==> src/design/aals_pkg.sv <==
// Shared types and constants for the acro angle limit setpoint block.
package aals_pkg;

    // Axes that have angle limits; axes at or above this index pass through.
    localparam int LIMITED_AXES = 2;

    // Field widths of the streams.
    localparam int AXIS_W    = 2;
    localparam int PILOT_W   = 16;
    localparam int ANGLE_W   = 12;
    localparam int GYRO_W    = 16;
    localparam int RATE_W    = 16;
    localparam int S_TDATA_W = 48;
    localparam int M_TDATA_W = 16;

    // Configuration port widths and register widths.
    localparam int CFG_ADDR_W = 3;
    localparam int CFG_DATA_W = 10;
    localparam int GAIN_W     = 8;
    localparam int LOOK_W     = 8;
    localparam int LIMIT_W    = 7;
    localparam int TRIM_W     = 10;

    // Register reset values.
    localparam logic [GAIN_W-1:0]  GAIN_RST  = 8'd75;
    localparam logic [LOOK_W-1:0]  LOOK_RST  = 8'd50;
    localparam logic [LIMIT_W-1:0] LIMIT_RST = 7'd20;

    // Axis codes.
    localparam logic [AXIS_W-1:0] AXIS_ROLL  = 2'd0;
    localparam logic [AXIS_W-1:0] AXIS_PITCH = 2'd1;

    // Register indexes on the configuration port.
    typedef enum logic [CFG_ADDR_W-1:0] {
        CFG_ENABLED     = 3'd0,
        CFG_GAIN        = 3'd1,
        CFG_LOOKAHEAD   = 3'd2,
        CFG_LIMIT_ROLL  = 3'd3,
        CFG_LIMIT_PITCH = 3'd4,
        CFG_TRIM_ROLL   = 3'd5,
        CFG_TRIM_PITCH  = 3'd6
    } cfg_idx_t;

    // Fixed-point constants: rates in 1/16 dps, angles in decidegrees.
    localparam int RATE_CLAMP    = 16000;
    localparam int LOOK_RATE_CAP = 8000;
    localparam int PROJ_DEN      = 12800000;

    // Projection words are held at this signed width.
    localparam int PW = 40;
    typedef logic signed [PW-1:0] proj_t;

    // Scaling: result = floor(|q| * gain / 80000000), done as a shift by 512
    // and a reciprocal multiply by 1/156250 with a one-step correction.
    localparam int PROD_W      = PW + GAIN_W;
    localparam logic [PROD_W-1:0] SAT_LIMIT = 48'd1280080000000;
    localparam int DIV_SHIFT   = 9;
    localparam int X_W         = 32;
    localparam int DIV_REM     = 156250;
    localparam int RECIP       = 450359962;
    localparam int RECIP_W     = 29;
    localparam int RECIP_SHIFT = 46;
    localparam int RP_W        = X_W + RECIP_W;
    localparam int QMAG_W      = 14;

    // Per-item control that rides alongside the arithmetic.
    typedef struct packed {
        logic signed [PILOT_W-1:0] pilot;
        logic                      beyond;
        logic                      a_pos;
        logic                      proj_hit;
        logic                      limited;
        logic                      q_neg;
    } side_t;

endpackage

==> src/design/aals_scale.sv <==
// Pipelined gain scaling and constant division of the correction magnitude.
module aals_scale
    import aals_pkg::*;
(
    input  logic              aclk,
    input  logic              aresetn,
    input  logic              in_valid,
    output logic              in_ready,
    input  logic [PW-1:0]     in_absq,
    input  logic [GAIN_W-1:0] in_gain,
    input  side_t             in_side,
    output logic              out_valid,
    input  logic              out_ready,
    output logic [QMAG_W-1:0] out_mag,
    output logic              out_sat,
    output side_t             out_side
);

    localparam int NS = 5;

    logic [NS-1:0] vld_reg;
    logic [NS:0]   en;
    side_t         side_reg [NS];

    logic [PROD_W-1:0] s1_prod_reg;
    logic [PROD_W-1:0] s1_prod_next;
    logic              s2_sat_reg;
    logic [X_W-1:0]    s2_x_reg;
    logic              s3_sat_reg;
    logic [X_W-1:0]    s3_x_reg;
    logic [QMAG_W-1:0] s3_qe_reg;
    logic [RP_W-1:0]   s3_rp_next;
    logic              s4_sat_reg;
    logic [X_W-1:0]    s4_x_reg;
    logic [QMAG_W-1:0] s4_qe_reg;
    logic [X_W-1:0]    s4_qd_reg;
    logic [X_W-1:0]    s4_qd_next;
    logic              s5_sat_reg;
    logic [QMAG_W-1:0] s5_mag_reg;
    logic [X_W-1:0]    s5_rem_next;
    logic [QMAG_W-1:0] s5_mag_next;

    // A stage may load when it is empty or its successor loads.
    always_comb begin
        en[NS] = out_ready;
        for (int k = NS - 1; k >= 0; k--) begin
            en[k] = !vld_reg[k] || en[k+1];
        end
    end

    assign in_ready = en[0];

    // Valid bits and control travel with the data.
    always_ff @(posedge aclk) begin
        if (!aresetn) begin
            vld_reg <= '0;
        end else begin
            if (en[0]) begin
                vld_reg[0] <= in_valid;
            end
            for (int k = 1; k < NS; k++) begin
                if (en[k]) begin
                    vld_reg[k] <= vld_reg[k-1];
                end
            end
        end
    end

    always_ff @(posedge aclk) begin
        if (en[0]) begin
            side_reg[0] <= in_side;
        end
        for (int k = 1; k < NS; k++) begin
            if (en[k]) begin
                side_reg[k] <= side_reg[k-1];
            end
        end
    end

    // Products and the reciprocal estimate.
    always_comb begin
        s1_prod_next = PROD_W'(in_absq) * PROD_W'(in_gain);
        s3_rp_next   = RP_W'(s2_x_reg) * RP_W'(RECIP);
        s4_qd_next   = X_W'(s3_qe_reg) * X_W'(DIV_REM);
        s5_rem_next  = s4_x_reg - s4_qd_reg;
        s5_mag_next  = (s5_rem_next >= X_W'(DIV_REM)) ? s4_qe_reg + QMAG_W'(1) : s4_qe_reg;
    end

    // Stage 1: magnitude times gain.
    always_ff @(posedge aclk) begin
        if (en[0]) begin
            s1_prod_reg <= s1_prod_next;
        end
    end

    // Stage 2: saturation check and the power-of-two part of the divide.
    always_ff @(posedge aclk) begin
        if (en[1]) begin
            s2_sat_reg <= (s1_prod_reg >= SAT_LIMIT);
            s2_x_reg   <= s1_prod_reg[DIV_SHIFT +: X_W];
        end
    end

    // Stage 3: quotient estimate, at most one below the true quotient.
    always_ff @(posedge aclk) begin
        if (en[2]) begin
            s3_sat_reg <= s2_sat_reg;
            s3_x_reg   <= s2_x_reg;
            s3_qe_reg  <= s3_rp_next[RECIP_SHIFT +: QMAG_W];
        end
    end

    // Stage 4: back-multiply the estimate.
    always_ff @(posedge aclk) begin
        if (en[3]) begin
            s4_sat_reg <= s3_sat_reg;
            s4_x_reg   <= s3_x_reg;
            s4_qe_reg  <= s3_qe_reg;
            s4_qd_reg  <= s4_qd_next;
        end
    end

    // Stage 5: correct the estimate from the remainder.
    always_ff @(posedge aclk) begin
        if (en[4]) begin
            s5_sat_reg <= s4_sat_reg;
            s5_mag_reg <= s5_mag_next;
        end
    end

    assign out_valid = vld_reg[NS-1];
    assign out_mag   = s5_mag_reg;
    assign out_sat   = s5_sat_reg;
    assign out_side  = side_reg[NS-1];

endmodule

==> src/design/acro_angle_limit_setpoint.sv <==
// Top level of the acro angle limit setpoint block.
//
// Each input transaction carries one axis sample: the axis code on s_tuser and
// the pilot rate, attitude angle and gyro rate on s_tdata. Roll and pitch
// samples are checked against their angle limits while the limiter is
// enabled; any other axis passes its pilot rate through. Each input
// transaction gives exactly one output transaction, in order, with the rate
// setpoint on m_tdata and the limiting flag on m_tuser.
// Registers are written over the cfg port, one per cycle with cfg_wr_en high.
// The user must write them only while no sample is in flight; the block
// itself does not enforce this. Throughput is one sample per cycle while
// the receiver takes results. The pipeline depth is set by the projection
// multiplies and the constant divide that follows the gain multiply.
// Each stage holds its data while the stage after it is full and stalled, so
// a stalled receiver only blocks input once every stage is occupied; gaps
// in the stream are squeezed out. Reset clears all stages and returns the
// registers to their defaults with the limiter disabled.
module acro_angle_limit_setpoint
    import aals_pkg::*;
(
    input  logic                  aclk,
    input  logic                  aresetn,
    input  logic                  s_tvalid,
    output logic                  s_tready,
    // Bits from 0 up: pilot_rate[15:0], attitude_angle[27:16], gyro_rate[43:28].
    input  logic [S_TDATA_W-1:0]  s_tdata,
    // Bits from 0 up: axis_sel[1:0].
    input  logic [AXIS_W-1:0]     s_tuser,
    output logic                  m_tvalid,
    input  logic                  m_tready,
    // Bits from 0 up: rate_out[15:0].
    output logic [M_TDATA_W-1:0]  m_tdata,
    // Bits from 0 up: limiting[0].
    output logic                  m_tuser,
    input  logic                  cfg_wr_en,
    input  logic [CFG_ADDR_W-1:0] cfg_addr,
    input  logic [CFG_DATA_W-1:0] cfg_wdata
);

    localparam int NS = 7;

    // Configuration registers.
    logic                     enabled_reg;
    logic [GAIN_W-1:0]        gain_reg;
    logic [LOOK_W-1:0]        look_reg;
    logic [LIMIT_W-1:0]       limit_roll_reg;
    logic [LIMIT_W-1:0]       limit_pitch_reg;
    logic signed [TRIM_W-1:0] trim_roll_reg;
    logic signed [TRIM_W-1:0] trim_pitch_reg;

    // Pipeline control.
    logic [NS-1:0] vld_reg;
    logic [NS:0]   en;

    // Stage A: registered input.
    logic [AXIS_W-1:0]         sa_axis_reg;
    logic signed [PILOT_W-1:0] sa_pilot_reg;
    logic signed [ANGLE_W-1:0] sa_att_reg;
    logic signed [GYRO_W-1:0]  sa_gyro_reg;

    // Stage B: trimmed angle, limit, gyro cap.
    logic signed [ANGLE_W:0]   sb_a_reg, sb_a_next;
    logic [10:0]               sb_ld_reg, sb_ld_next;
    logic [12:0]               sb_m_reg, sb_m_next;
    logic signed [GYRO_W-1:0]  sb_gyro_reg;
    side_t                     sb_side_reg, sb_side_next;
    logic signed [TRIM_W-1:0]  sb_trim;
    logic [LIMIT_W-1:0]        sb_lim;
    logic [ANGLE_W:0]          sb_absa;
    logic signed [GYRO_W:0]    sb_g17;
    logic [GYRO_W:0]           sb_absg;
    logic                      sb_axis_ok;

    // Stage C: first products.
    logic signed [29:0] sc_gm_reg, sc_gm_next;
    proj_t              sc_ad_reg, sc_ad_next;
    proj_t              sc_ldd_reg, sc_ldd_next;
    side_t              sc_side_reg;

    // Stage D: lookahead product and the beyond-limit error.
    proj_t sd_gml_reg, sd_gml_next;
    proj_t sd_qb_reg, sd_qb_next;
    proj_t sd_ad_reg;
    proj_t sd_ldd_reg;
    side_t sd_side_reg;

    // Stage E: projection.
    proj_t se_p_reg, se_p_next;
    proj_t se_ldd_reg;
    proj_t se_nldd_reg, se_nldd_next;
    proj_t se_qb_reg;
    side_t se_side_reg;

    // Stage F: projection test and signed error.
    proj_t sf_q_reg, sf_q_next;
    side_t sf_side_reg, sf_side_next;
    logic  sf_sr;

    // Stage G: error magnitude.
    logic [PW-1:0] sg_absq_reg, sg_absq_next;
    side_t         sg_side_reg, sg_side_next;

    // Scaling unit and output stage.
    logic              scale_in_ready;
    logic              sc_out_valid;
    logic [QMAG_W-1:0] sc_out_mag;
    logic              sc_out_sat;
    side_t             sc_out_side;
    logic              en_out;
    logic              m_tvalid_reg;
    logic [RATE_W-1:0] m_tdata_reg, m_tdata_next;
    logic              m_tuser_reg, m_tuser_next;
    logic [QMAG_W-1:0]        o_cmag;
    logic signed [RATE_W-1:0] o_corr_pos;
    logic signed [RATE_W-1:0] o_corr;
    logic signed [RATE_W-1:0] o_rate;

    // Configuration writes; unknown indexes are ignored.
    always_ff @(posedge aclk) begin
        if (!aresetn) begin
            enabled_reg     <= 1'b0;
            gain_reg        <= GAIN_RST;
            look_reg        <= LOOK_RST;
            limit_roll_reg  <= LIMIT_RST;
            limit_pitch_reg <= LIMIT_RST;
            trim_roll_reg   <= '0;
            trim_pitch_reg  <= '0;
        end else if (cfg_wr_en) begin
            case (cfg_addr)
                CFG_ENABLED:     enabled_reg     <= cfg_wdata[0];
                CFG_GAIN:        gain_reg        <= cfg_wdata[GAIN_W-1:0];
                CFG_LOOKAHEAD:   look_reg        <= cfg_wdata[LOOK_W-1:0];
                CFG_LIMIT_ROLL:  limit_roll_reg  <= cfg_wdata[LIMIT_W-1:0];
                CFG_LIMIT_PITCH: limit_pitch_reg <= cfg_wdata[LIMIT_W-1:0];
                CFG_TRIM_ROLL:   trim_roll_reg   <= signed'(cfg_wdata[TRIM_W-1:0]);
                CFG_TRIM_PITCH:  trim_pitch_reg  <= signed'(cfg_wdata[TRIM_W-1:0]);
                default: ;
            endcase
        end
    end

    // A stage may load when it is empty or its successor loads.
    always_comb begin
        en[NS] = scale_in_ready;
        for (int k = NS - 1; k >= 0; k--) begin
            en[k] = !vld_reg[k] || en[k+1];
        end
    end

    assign s_tready = en[0];

    always_ff @(posedge aclk) begin
        if (!aresetn) begin
            vld_reg <= '0;
        end else begin
            if (en[0]) begin
                vld_reg[0] <= s_tvalid;
            end
            for (int k = 1; k < NS; k++) begin
                if (en[k]) begin
                    vld_reg[k] <= vld_reg[k-1];
                end
            end
        end
    end

    // Stage A: take the transaction apart.
    always_ff @(posedge aclk) begin
        if (en[0]) begin
            sa_axis_reg  <= s_tuser;
            sa_pilot_reg <= signed'(s_tdata[15:0]);
            sa_att_reg   <= signed'(s_tdata[27:16]);
            sa_gyro_reg  <= signed'(s_tdata[43:28]);
        end
    end

    // Stage B logic: trim, limit in decidegrees, limit test, capped |gyro|.
    always_comb begin
        sb_axis_ok = (sa_axis_reg == AXIS_ROLL || sa_axis_reg == AXIS_PITCH) &&
                     (32'(sa_axis_reg) < LIMITED_AXES);
        sb_trim    = (sa_axis_reg == AXIS_ROLL) ? trim_roll_reg : trim_pitch_reg;
        sb_lim     = (sa_axis_reg == AXIS_ROLL) ? limit_roll_reg : limit_pitch_reg;
        sb_a_next  = (ANGLE_W+1)'(sa_att_reg) - (ANGLE_W+1)'(sb_trim);
        sb_ld_next = 11'(sb_lim) * 11'd10;
        sb_absa    = sb_a_next[ANGLE_W] ? unsigned'(-sb_a_next) : unsigned'(sb_a_next);
        sb_g17     = (GYRO_W+1)'(sa_gyro_reg);
        sb_absg    = sb_g17[GYRO_W] ? unsigned'(-sb_g17) : unsigned'(sb_g17);
        sb_m_next  = (sb_absg > (GYRO_W+1)'(LOOK_RATE_CAP)) ? 13'(LOOK_RATE_CAP)
                                                           : sb_absg[12:0];
        sb_side_next.pilot    = sa_pilot_reg;
        sb_side_next.beyond   = sb_absa > (ANGLE_W+1)'(sb_ld_next);
        sb_side_next.a_pos    = !sb_a_next[ANGLE_W] && (sb_a_next != '0);
        sb_side_next.proj_hit = 1'b0;
        sb_side_next.limited  = enabled_reg && sb_axis_ok;
        sb_side_next.q_neg    = 1'b0;
    end

    always_ff @(posedge aclk) begin
        if (en[1]) begin
            sb_a_reg    <= sb_a_next;
            sb_ld_reg   <= sb_ld_next;
            sb_m_reg    <= sb_m_next;
            sb_gyro_reg <= sa_gyro_reg;
            sb_side_reg <= sb_side_next;
        end
    end

    // Stage C logic: gyro times capped rate, angle and limit scaled to the projection unit.
    always_comb begin
        sc_gm_next  = 30'(sb_gyro_reg) * 30'(signed'({1'b0, sb_m_reg}));
        sc_ad_next  = PW'(sb_a_reg) * PW'(PROJ_DEN);
        sc_ldd_next = PW'(signed'({1'b0, sb_ld_reg})) * PW'(PROJ_DEN);
    end

    always_ff @(posedge aclk) begin
        if (en[2]) begin
            sc_gm_reg   <= sc_gm_next;
            sc_ad_reg   <= sc_ad_next;
            sc_ldd_reg  <= sc_ldd_next;
            sc_side_reg <= sb_side_reg;
        end
    end

    // Stage D logic: apply lookahead time; error toward the limit when beyond it.
    always_comb begin
        sd_gml_next = PW'(sc_gm_reg) * PW'(signed'({1'b0, look_reg}));
        sd_qb_next  = (sc_side_reg.a_pos ? sc_ldd_reg : -sc_ldd_reg) - sc_ad_reg;
    end

    always_ff @(posedge aclk) begin
        if (en[3]) begin
            sd_gml_reg  <= sd_gml_next;
            sd_qb_reg   <= sd_qb_next;
            sd_ad_reg   <= sc_ad_reg;
            sd_ldd_reg  <= sc_ldd_reg;
            sd_side_reg <= sc_side_reg;
        end
    end

    // Stage E logic: projected angle.
    always_comb begin
        se_p_next    = sd_gml_reg + sd_ad_reg;
        se_nldd_next = -sd_ldd_reg;
    end

    always_ff @(posedge aclk) begin
        if (en[4]) begin
            se_p_reg    <= se_p_next;
            se_ldd_reg  <= sd_ldd_reg;
            se_nldd_reg <= se_nldd_next;
            se_qb_reg   <= sd_qb_reg;
            se_side_reg <= sd_side_reg;
        end
    end

    // Stage F logic: the projection overrides only when it passes the limit
    // on the side the pilot is steering toward (zero counts as negative).
    always_comb begin
        sf_sr        = !se_side_reg.pilot[PILOT_W-1] && (se_side_reg.pilot != '0);
        sf_side_next = se_side_reg;
        sf_side_next.proj_hit = !se_side_reg.beyond &&
                                ((sf_sr && (se_p_reg > se_ldd_reg)) ||
                                 (!sf_sr && (se_p_reg < se_nldd_reg)));
        if (se_side_reg.beyond) begin
            sf_q_next = se_qb_reg;
        end else begin
            sf_q_next = (sf_sr ? se_ldd_reg : se_nldd_reg) - se_p_reg;
        end
    end

    always_ff @(posedge aclk) begin
        if (en[5]) begin
            sf_q_reg    <= sf_q_next;
            sf_side_reg <= sf_side_next;
        end
    end

    // Stage G logic: split the error into sign and magnitude.
    always_comb begin
        sg_absq_next       = sf_q_reg[PW-1] ? unsigned'(-sf_q_reg) : unsigned'(sf_q_reg);
        sg_side_next       = sf_side_reg;
        sg_side_next.q_neg = sf_q_reg[PW-1];
    end

    always_ff @(posedge aclk) begin
        if (en[6]) begin
            sg_absq_reg <= sg_absq_next;
            sg_side_reg <= sg_side_next;
        end
    end

    // Correction magnitude: floor(|error| * gain / (100 * PROJ_DEN / 16)).
    aals_scale u_scale (
        .aclk      (aclk),
        .aresetn   (aresetn),
        .in_valid  (vld_reg[NS-1]),
        .in_ready  (scale_in_ready),
        .in_absq   (sg_absq_reg),
        .in_gain   (gain_reg),
        .in_side   (sg_side_reg),
        .out_valid (sc_out_valid),
        .out_ready (en_out),
        .out_mag   (sc_out_mag),
        .out_sat   (sc_out_sat),
        .out_side  (sc_out_side)
    );

    // Output logic: saturate, sign, and choose between pilot and correction.
    always_comb begin
        o_cmag     = sc_out_sat ? QMAG_W'(RATE_CLAMP) : sc_out_mag;
        o_corr_pos = signed'(RATE_W'(o_cmag));
        o_corr     = sc_out_side.q_neg ? -o_corr_pos : o_corr_pos;
        o_rate     = sc_out_side.pilot;
        if (sc_out_side.limited) begin
            if (sc_out_side.beyond) begin
                // Pilot input passes only when it steers back harder.
                if (sc_out_side.a_pos) begin
                    o_rate = (sc_out_side.pilot < o_corr) ? sc_out_side.pilot : o_corr;
                end else begin
                    o_rate = (sc_out_side.pilot > o_corr) ? sc_out_side.pilot : o_corr;
                end
            end else if (sc_out_side.proj_hit) begin
                o_rate = o_corr;
            end
        end
        m_tdata_next = unsigned'(o_rate);
        m_tuser_next = sc_out_side.limited && (o_rate != sc_out_side.pilot);
    end

    // Output register; it loads whenever it is empty or being taken.
    assign en_out = !m_tvalid_reg || m_tready;

    always_ff @(posedge aclk) begin
        if (!aresetn) begin
            m_tvalid_reg <= 1'b0;
        end else if (en_out) begin
            m_tvalid_reg <= sc_out_valid;
        end
    end

    always_ff @(posedge aclk) begin
        if (en_out) begin
            m_tdata_reg <= m_tdata_next;
            m_tuser_reg <= m_tuser_next;
        end
    end

    assign m_tvalid = m_tvalid_reg;
    assign m_tdata  = m_tdata_reg;
    assign m_tuser  = m_tuser_reg;

endmodule

==> config.mk <==
export PLATFORM = sky130hd
export DESIGN_NAME = acro_angle_limit_setpoint
export DESIGN_NICKNAME = d
export VERILOG_FILES = /design/src/design/aals_pkg.sv /design/src/design/aals_scale.sv /design/src/design/acro_angle_limit_setpoint.sv
export SDC_FILE = /design/constraint.sdc
export NUM_CORES = 2
export LEC_CHECK = 0
export ABC_CLOCK_PERIOD_IN_PS = 18600
export BUFFER_PORTS_ARGS = -buffer_cell sky130_fd_sc_hd__buf_2
export CAP_MARGIN = 15
export CELL_PAD_IN_SITES_DETAIL_PLACEMENT = 1
export CELL_PAD_IN_SITES_GLOBAL_PLACEMENT = 2
export CORE_MARGIN = 4
export CORE_UTILIZATION = 48
export CTS_CLUSTER_SIZE = 30
export DETAILED_ROUTE_END_ITERATION = 8
export PLACE_DENSITY = 0.85
export SLEW_MARGIN = 25
export SYNTH_ARGS = -nofsm -noshare
export SYNTH_HDL_FRONTEND = slang
export SYNTH_SLANG_ARGS = --single-unit
==> constraint.sdc <==
create_clock -name aclk -period 18.6 [get_ports aclk]
set_input_delay 3.72 -clock aclk [delete_from_list [all_inputs] [get_ports aclk]]
set_output_delay 3.72 -clock aclk [all_outputs]
set_load 0.01 [all_outputs]
---- After elaboration in Yosys (flattened, before gate mapping) ----
Memory sizes are Yosys's and may differ from the RTL's.
Cells that the tools add are included.
cells by class
  add/sub/neg operators ................... 12
  $mul .................................... 8
  divide/modulo/power cells ............... 0
  magnitude comparators ................... 9
  equality and inequality tests ........... 8
  shift operators ......................... 0
  muxes and demuxes ....................... 27
  bitwise operators ....................... 0
  reduce and logical (&&, ||, !) cells .... 51
operators with widths
  operator                number
  $mux 40                 3
  $neg 40->40             3
  $mux 16                 7
  $sub 40x40->40          2
  $mul 32x28->59 const B  1
  $ge 48x41->1 const B    1
  $mul 40x8->48           1
  $add 40x40->40          1
  $gt 40x40->1            1
  $lt 40x40->1            1
  $mul 30x9->39           1
  $mux 39                 1
  $ge 32x18->1 const B    1
  $sub 32x32->32          1
  $mul 14x17->31 const B  1
  $mul 16x14->30          1
  $mux 14                 2
  $mul 13x13->26 const B  1
  $mul 10x12->22 const B  1
  $gt 17x13->1 const B    1
  $logic_not 1->1         17
  $mux 17                 1
  $neg 16->17             1
  $gt 16x16->1            1
  other kinds (24)        63
storage, ports and cells
  flip-flop bits (word level) ............. 964
  bits in latches ......................... 0
  memory bits (writable) .................. 105
  ROM bits ................................ 0
  input bits .............................. 68
  output and inout port bits .............. 19
  word-level logic and storage cells ...... 199
  memories kept ........................... 1
memories
  memory            words  width  read ports  clocked after Yosys merged registers in  wr ports  line              RTL
  u_scale.side_reg  5      21     5           0                                        5         aals_scale.sv:23  side_t side_reg [NS];

---- Longest topological paths before layout ----
  depth in word-level cells ............... 14
  depth in mapped cells ................... 29
  gate-level depth less buffers ........... 28

---- Hierarchy ----
A second synthesis with hierarchy kept.
second synthesis, totals
  cells, all modules ...................... 8710
  area, all modules ....................... 94181.6 um^2
by module, submodules not included
  module                     times used  cells an instance  area an instance (um^2)  seq. area each (um^2)
  acro_angle_limit_setpoint  1           4874               52360.2                  19799.0
  aals_scale                 1           3836               41821.4                  9499.1

---- Least setup slack after synthesis ----
OpenSTA, ideal clock, no wires.
  path type ............................... input port to output port
  start point ............................. input port m_tready
  end point ............................... output port s_tready
  data arrival time ....................... 7.723 ns
  required time ........................... 14.880 ns
  slack ................................... 7.157 ns
  stages .................................. 9
  buffers on the path ..................... 0
  cell sequence ........................... nor2b_1 > and2_1 > and3_1 > and3_1 > nand2_1 > nor2_1 > and3_1 > and2_1 > nand3_1
between the ends
  word-level cells in the longest chain between the ends .. 13
RTL lines
  item                           line                              RTL
  start: declaration             acro_angle_limit_setpoint.sv:30   input logic m_tready,
  $logic_or 1x1->1               acro_angle_limit_setpoint.sv:331  assign en_out = !m_tvalid_reg || m_tready;
  $logic_or 1x1->1 (5 in a row)  aals_scale.sv:47                  en[k] = !vld_reg[k] || en[k+1];
  $logic_or 1x1->1               acro_angle_limit_setpoint.sv:146  en[k] = !vld_reg[k] || en[k+1];
  named net en[6]                acro_angle_limit_setpoint.sv:53   logic [NS:0] en;
  $logic_or 1x1->1 (6 in a row)  acro_angle_limit_setpoint.sv:146
  end: declaration               acro_angle_limit_setpoint.sv:24   output logic s_tready,
The timed path passes the listed nets, and every way through them passes these cells.

---- Final worst setup path ----
Same ends and word-level chain as after synthesis.

==> impl_results.md <==
- Maximum number of pins on one net before global-route repair: 80
- Overflow left after global routing: 0
- CP cell instances: buf_2, nor2b_1, and2_1, and3_1, and3_1, nand2_2, nor2_1, and3_1, and2_1, nand3_4, buf_2
- Synthesis-stage register bit count: approximately 1,000
- Final wirelength: approximately 240,000 um
- Final period utilization: ~58%
- Final setup TNS: 0 ps
- HPWL Detailed: slightly below 200,000 um
- Slowest-stage cell, CP: sky130_fd_sc_hd__nor2_1
- Syn avg cell area: approximately 11 sq um
- Fmax: just over 90 MHz
- Total number of vias: 60,500
- Data required time at the worst endpoint: between 10,000 and 15,000 ps
- I/O Buffers: just over 80
- Number of maximum-capacitance constraint violations: 0
- Clock slew seen by the registers of the worst setup and hold paths: ~60 ps
- Cell family with the largest share of critical-path delay: simple AND/OR/NAND/NOR gates
- Total CTS buffers: 108
- ANT nets after route: 0
- Hold buffer count at CTS: 0
- WL/cell: around 21 um
- Starting density of the core: just under 50%
- Number of H-tree levels: 3
- CP endpoint kind: output port
- Most used cells in the layout excluding fill and tap cells: sky130_fd_sc_hd__inv_1, sky130_fd_sc_hd__fa_1, sky130_fd_sc_hd__ha_1
- Layout overhead on the synthesized area: 7.71%
- Die Area: 0.202 sq mm
- Count of flip-flops with a built-in enable after synthesis: 933
- Worst Max-Slew Pin Slew: 1040 ps
- Via count of the first global-routing pass: 69,100
- Maximum root-to-sink buffer count: 3
- Buffers and inverters on the worst path: 2
- Height of the die: 449 um
- Worst Hold Class: reg2reg
- Width of the chip: ~450 um
- GRT Total Usage: 24.1%
- Final critical delay including setup and external delays: approximately 11,000 ps
- Fraction of layout cells with a size suffix above 1: 4.37%
- Core footprint: 0.193 sq mm
- Clock latency at the later pin of the worst-skew pair: 790 ps
- Placer Congestion: about 0.9
- Largest stage delay, worst path: roughly 480 ps
- Mapped Nets: roughly 11,000
- Final worst hold slack: ~400 ps
- Fin worst setup slack: approximately 7800 ps
- Post-synthesis instance area: 0.0933 sq mm
- Most frequent standard cell in the layout excluding fill and tap cells: sky130_fd_sc_hd__inv_1
- Via/cell ratio: approximately 5.4
- Worst EP arrival: between 7000 and 8000 ps
- Run status: finished, final reports clean
- Worst Setup Start Kind: primary input
- CTS-repair resized insts: 0
- Number of optimization iterations in the first detailed-route pass: 5
- Critical Path Fanout Max: 20
- CTS tree: done
- Cell Rows: about 160
- Post-CTS setup buffers: 0
- Post-Route Skew: ~73 ps
- Type of the setup path with the least slack: in2out
- Async set or reset register ratio after synthesis: 0%
- Most instantiated flip-flop cell in the synthesis netlist: sky130_fd_sc_hd__edfxtp_1
- Cell seen most often among critical-path stages: sky130_fd_sc_hd__and3_1
- Wire length of the first global-routing pass: around 380,000 um
- Number of standard cells after synthesis: about 8,600
- Antenna violations before repair: 3
- RSZ-0062 raised after global routing: false
- Hold Vio Cnt, Final: 0
- Sequential fraction of the synthesis area: a little under a third
- Number of synthesis warnings: 0
- Net count of the finished layout: 10,900
- TritonCTS sink count: approximately 1,000
- DP Worst Slack: around 8000 ps
- IO Count: 87
- Worst slew margin: approximately 30%
- Max Transition Viols Final: 0
- Clock tree root buffer cell: sky130_fd_sc_hd__clkbuf_16
- Initial detailed-routing violation count: 3,031
- Final Setup Violations: 0
- Cell variety after synth: 85
- Number of flip-flops in the largest register: roughly 110
- Residual DRC count: 0
[routing by layer]
layer	part of all wire (%)	GRT usage [%]	up-vias
met1	43	31.1	31200
met2	50	42.6	851
met5	0.0055	0	-
met3	2.9	2.60	314
li1	-	-	28200
met4	3.5	7.32	2
[cell usage after synthesis, types with 23 or more instances]
master / number / area share [%]
sky130_fd_sc_hd__inv_1: 1711 / 6.9
sky130_fd_sc_hd__nand3_1: 98 / 0.53
sky130_fd_sc_hd__a31oi_1: 27 / 0.18
sky130_fd_sc_hd__edfxtp_1: 933 / 30
sky130_fd_sc_hd__xor2_1: 146 / 1.4
sky130_fd_sc_hd__o21bai_1: 52 / 0.42
sky130_fd_sc_hd__nand4_1: 38 / 0.25
sky130_fd_sc_hd__xnor2_1: 277 / 2.6
sky130_fd_sc_hd__dfxtp_1: 64 / 1.4
sky130_fd_sc_hd__nor2b_1: 70 / 0.47
sky130_fd_sc_hd__and3_1: 32 / 0.21
sky130_fd_sc_hd__a21o_1: 121 / 0.97
sky130_fd_sc_hd__nor3_1: 100 / 0.54
sky130_fd_sc_hd__o31ai_1: 31 / 0.25
sky130_fd_sc_hd__fa_1: 1170 / 25
sky130_fd_sc_hd__o21ai_0: 221 / 1.2
sky130_fd_sc_hd__or3_1: 33 / 0.22
sky130_fd_sc_hd__ha_1: 1009 / 14
sky130_fd_sc_hd__nor4_1: 30 / 0.20
sky130_fd_sc_hd__a21boi_0: 52 / 0.42
sky130_fd_sc_hd__mux2i_1: 23 / 0.25
sky130_fd_sc_hd__a21oi_1: 289 / 1.6
sky130_fd_sc_hd__nand2b_1: 66 / 0.44
sky130_fd_sc_hd__and2_1: 395 / 2.6
sky130_fd_sc_hd__nor2_1: 290 / 1.2
sky130_fd_sc_hd__nand2_1: 749 / 3.0
sky130_fd_sc_hd__o21a_1: 71 / 0.57
sky130_fd_sc_hd__clkbuf_1: 149 / 0.60
[worst paths after layout]
kind,from,end,cells past startpoint,slack (ps)
worst min-delay path,sd_qb_reg[32],se_qb_reg[32],0,400
worst min register to register,sd_qb_reg[32],se_qb_reg[32],0,400
worst max register to register,u_scale.s2_x_reg[6],u_scale.s3_qe_reg[13],23,10020
worst max-delay path,m_tready,s_tready,11,7820
[logic make-up (layout without fill, tap and decap cells)]
kind of cell | count (synthesis) | count (layout) | synth area share (%)
other | 0 | 2 | 0
DFF | 997 | 997 | 31.4
AOI/OAI and AO/OA | 1075 | 1075 | 7.53
and+or+nand+nor | 2001 | 2001 | 10.5
adders and majority gates | 2179 | 2179 | 38.6
xor gates and xnor gates | 423 | 423 | 3.97
buffers and inverters | 1863 | 2034 | 7.50
muxes | 38 | 38 | 0.428
[through the flow]
step | utilization, % | cell area, sq um | cells
finish | 52.1 | 101000 | 11300
global route | 52.1 | 101000 | 11300
CTS | 52.1 | 100000 | 11300
detailed placement | 50.1 | 96700 | 11100
global placement | 50.1 | 96700 | 11100
floorplan | - | 93300 | 8576
[area by class of cell]
class                      instances  area (sq um)
inverter                        1711          6430
timing repair buffer             123           732
antenna                            2          5.00
multi-input combinational       5716         57100
clock inverter                    74           960
sequential                       997         29300
clock buffer                     126          2840
tap                             2526          3160
fill                           20700         92500
Power is not shown: default switching activity piles up to over one toggle a cycle in this logic, so the estimate is an artifact.
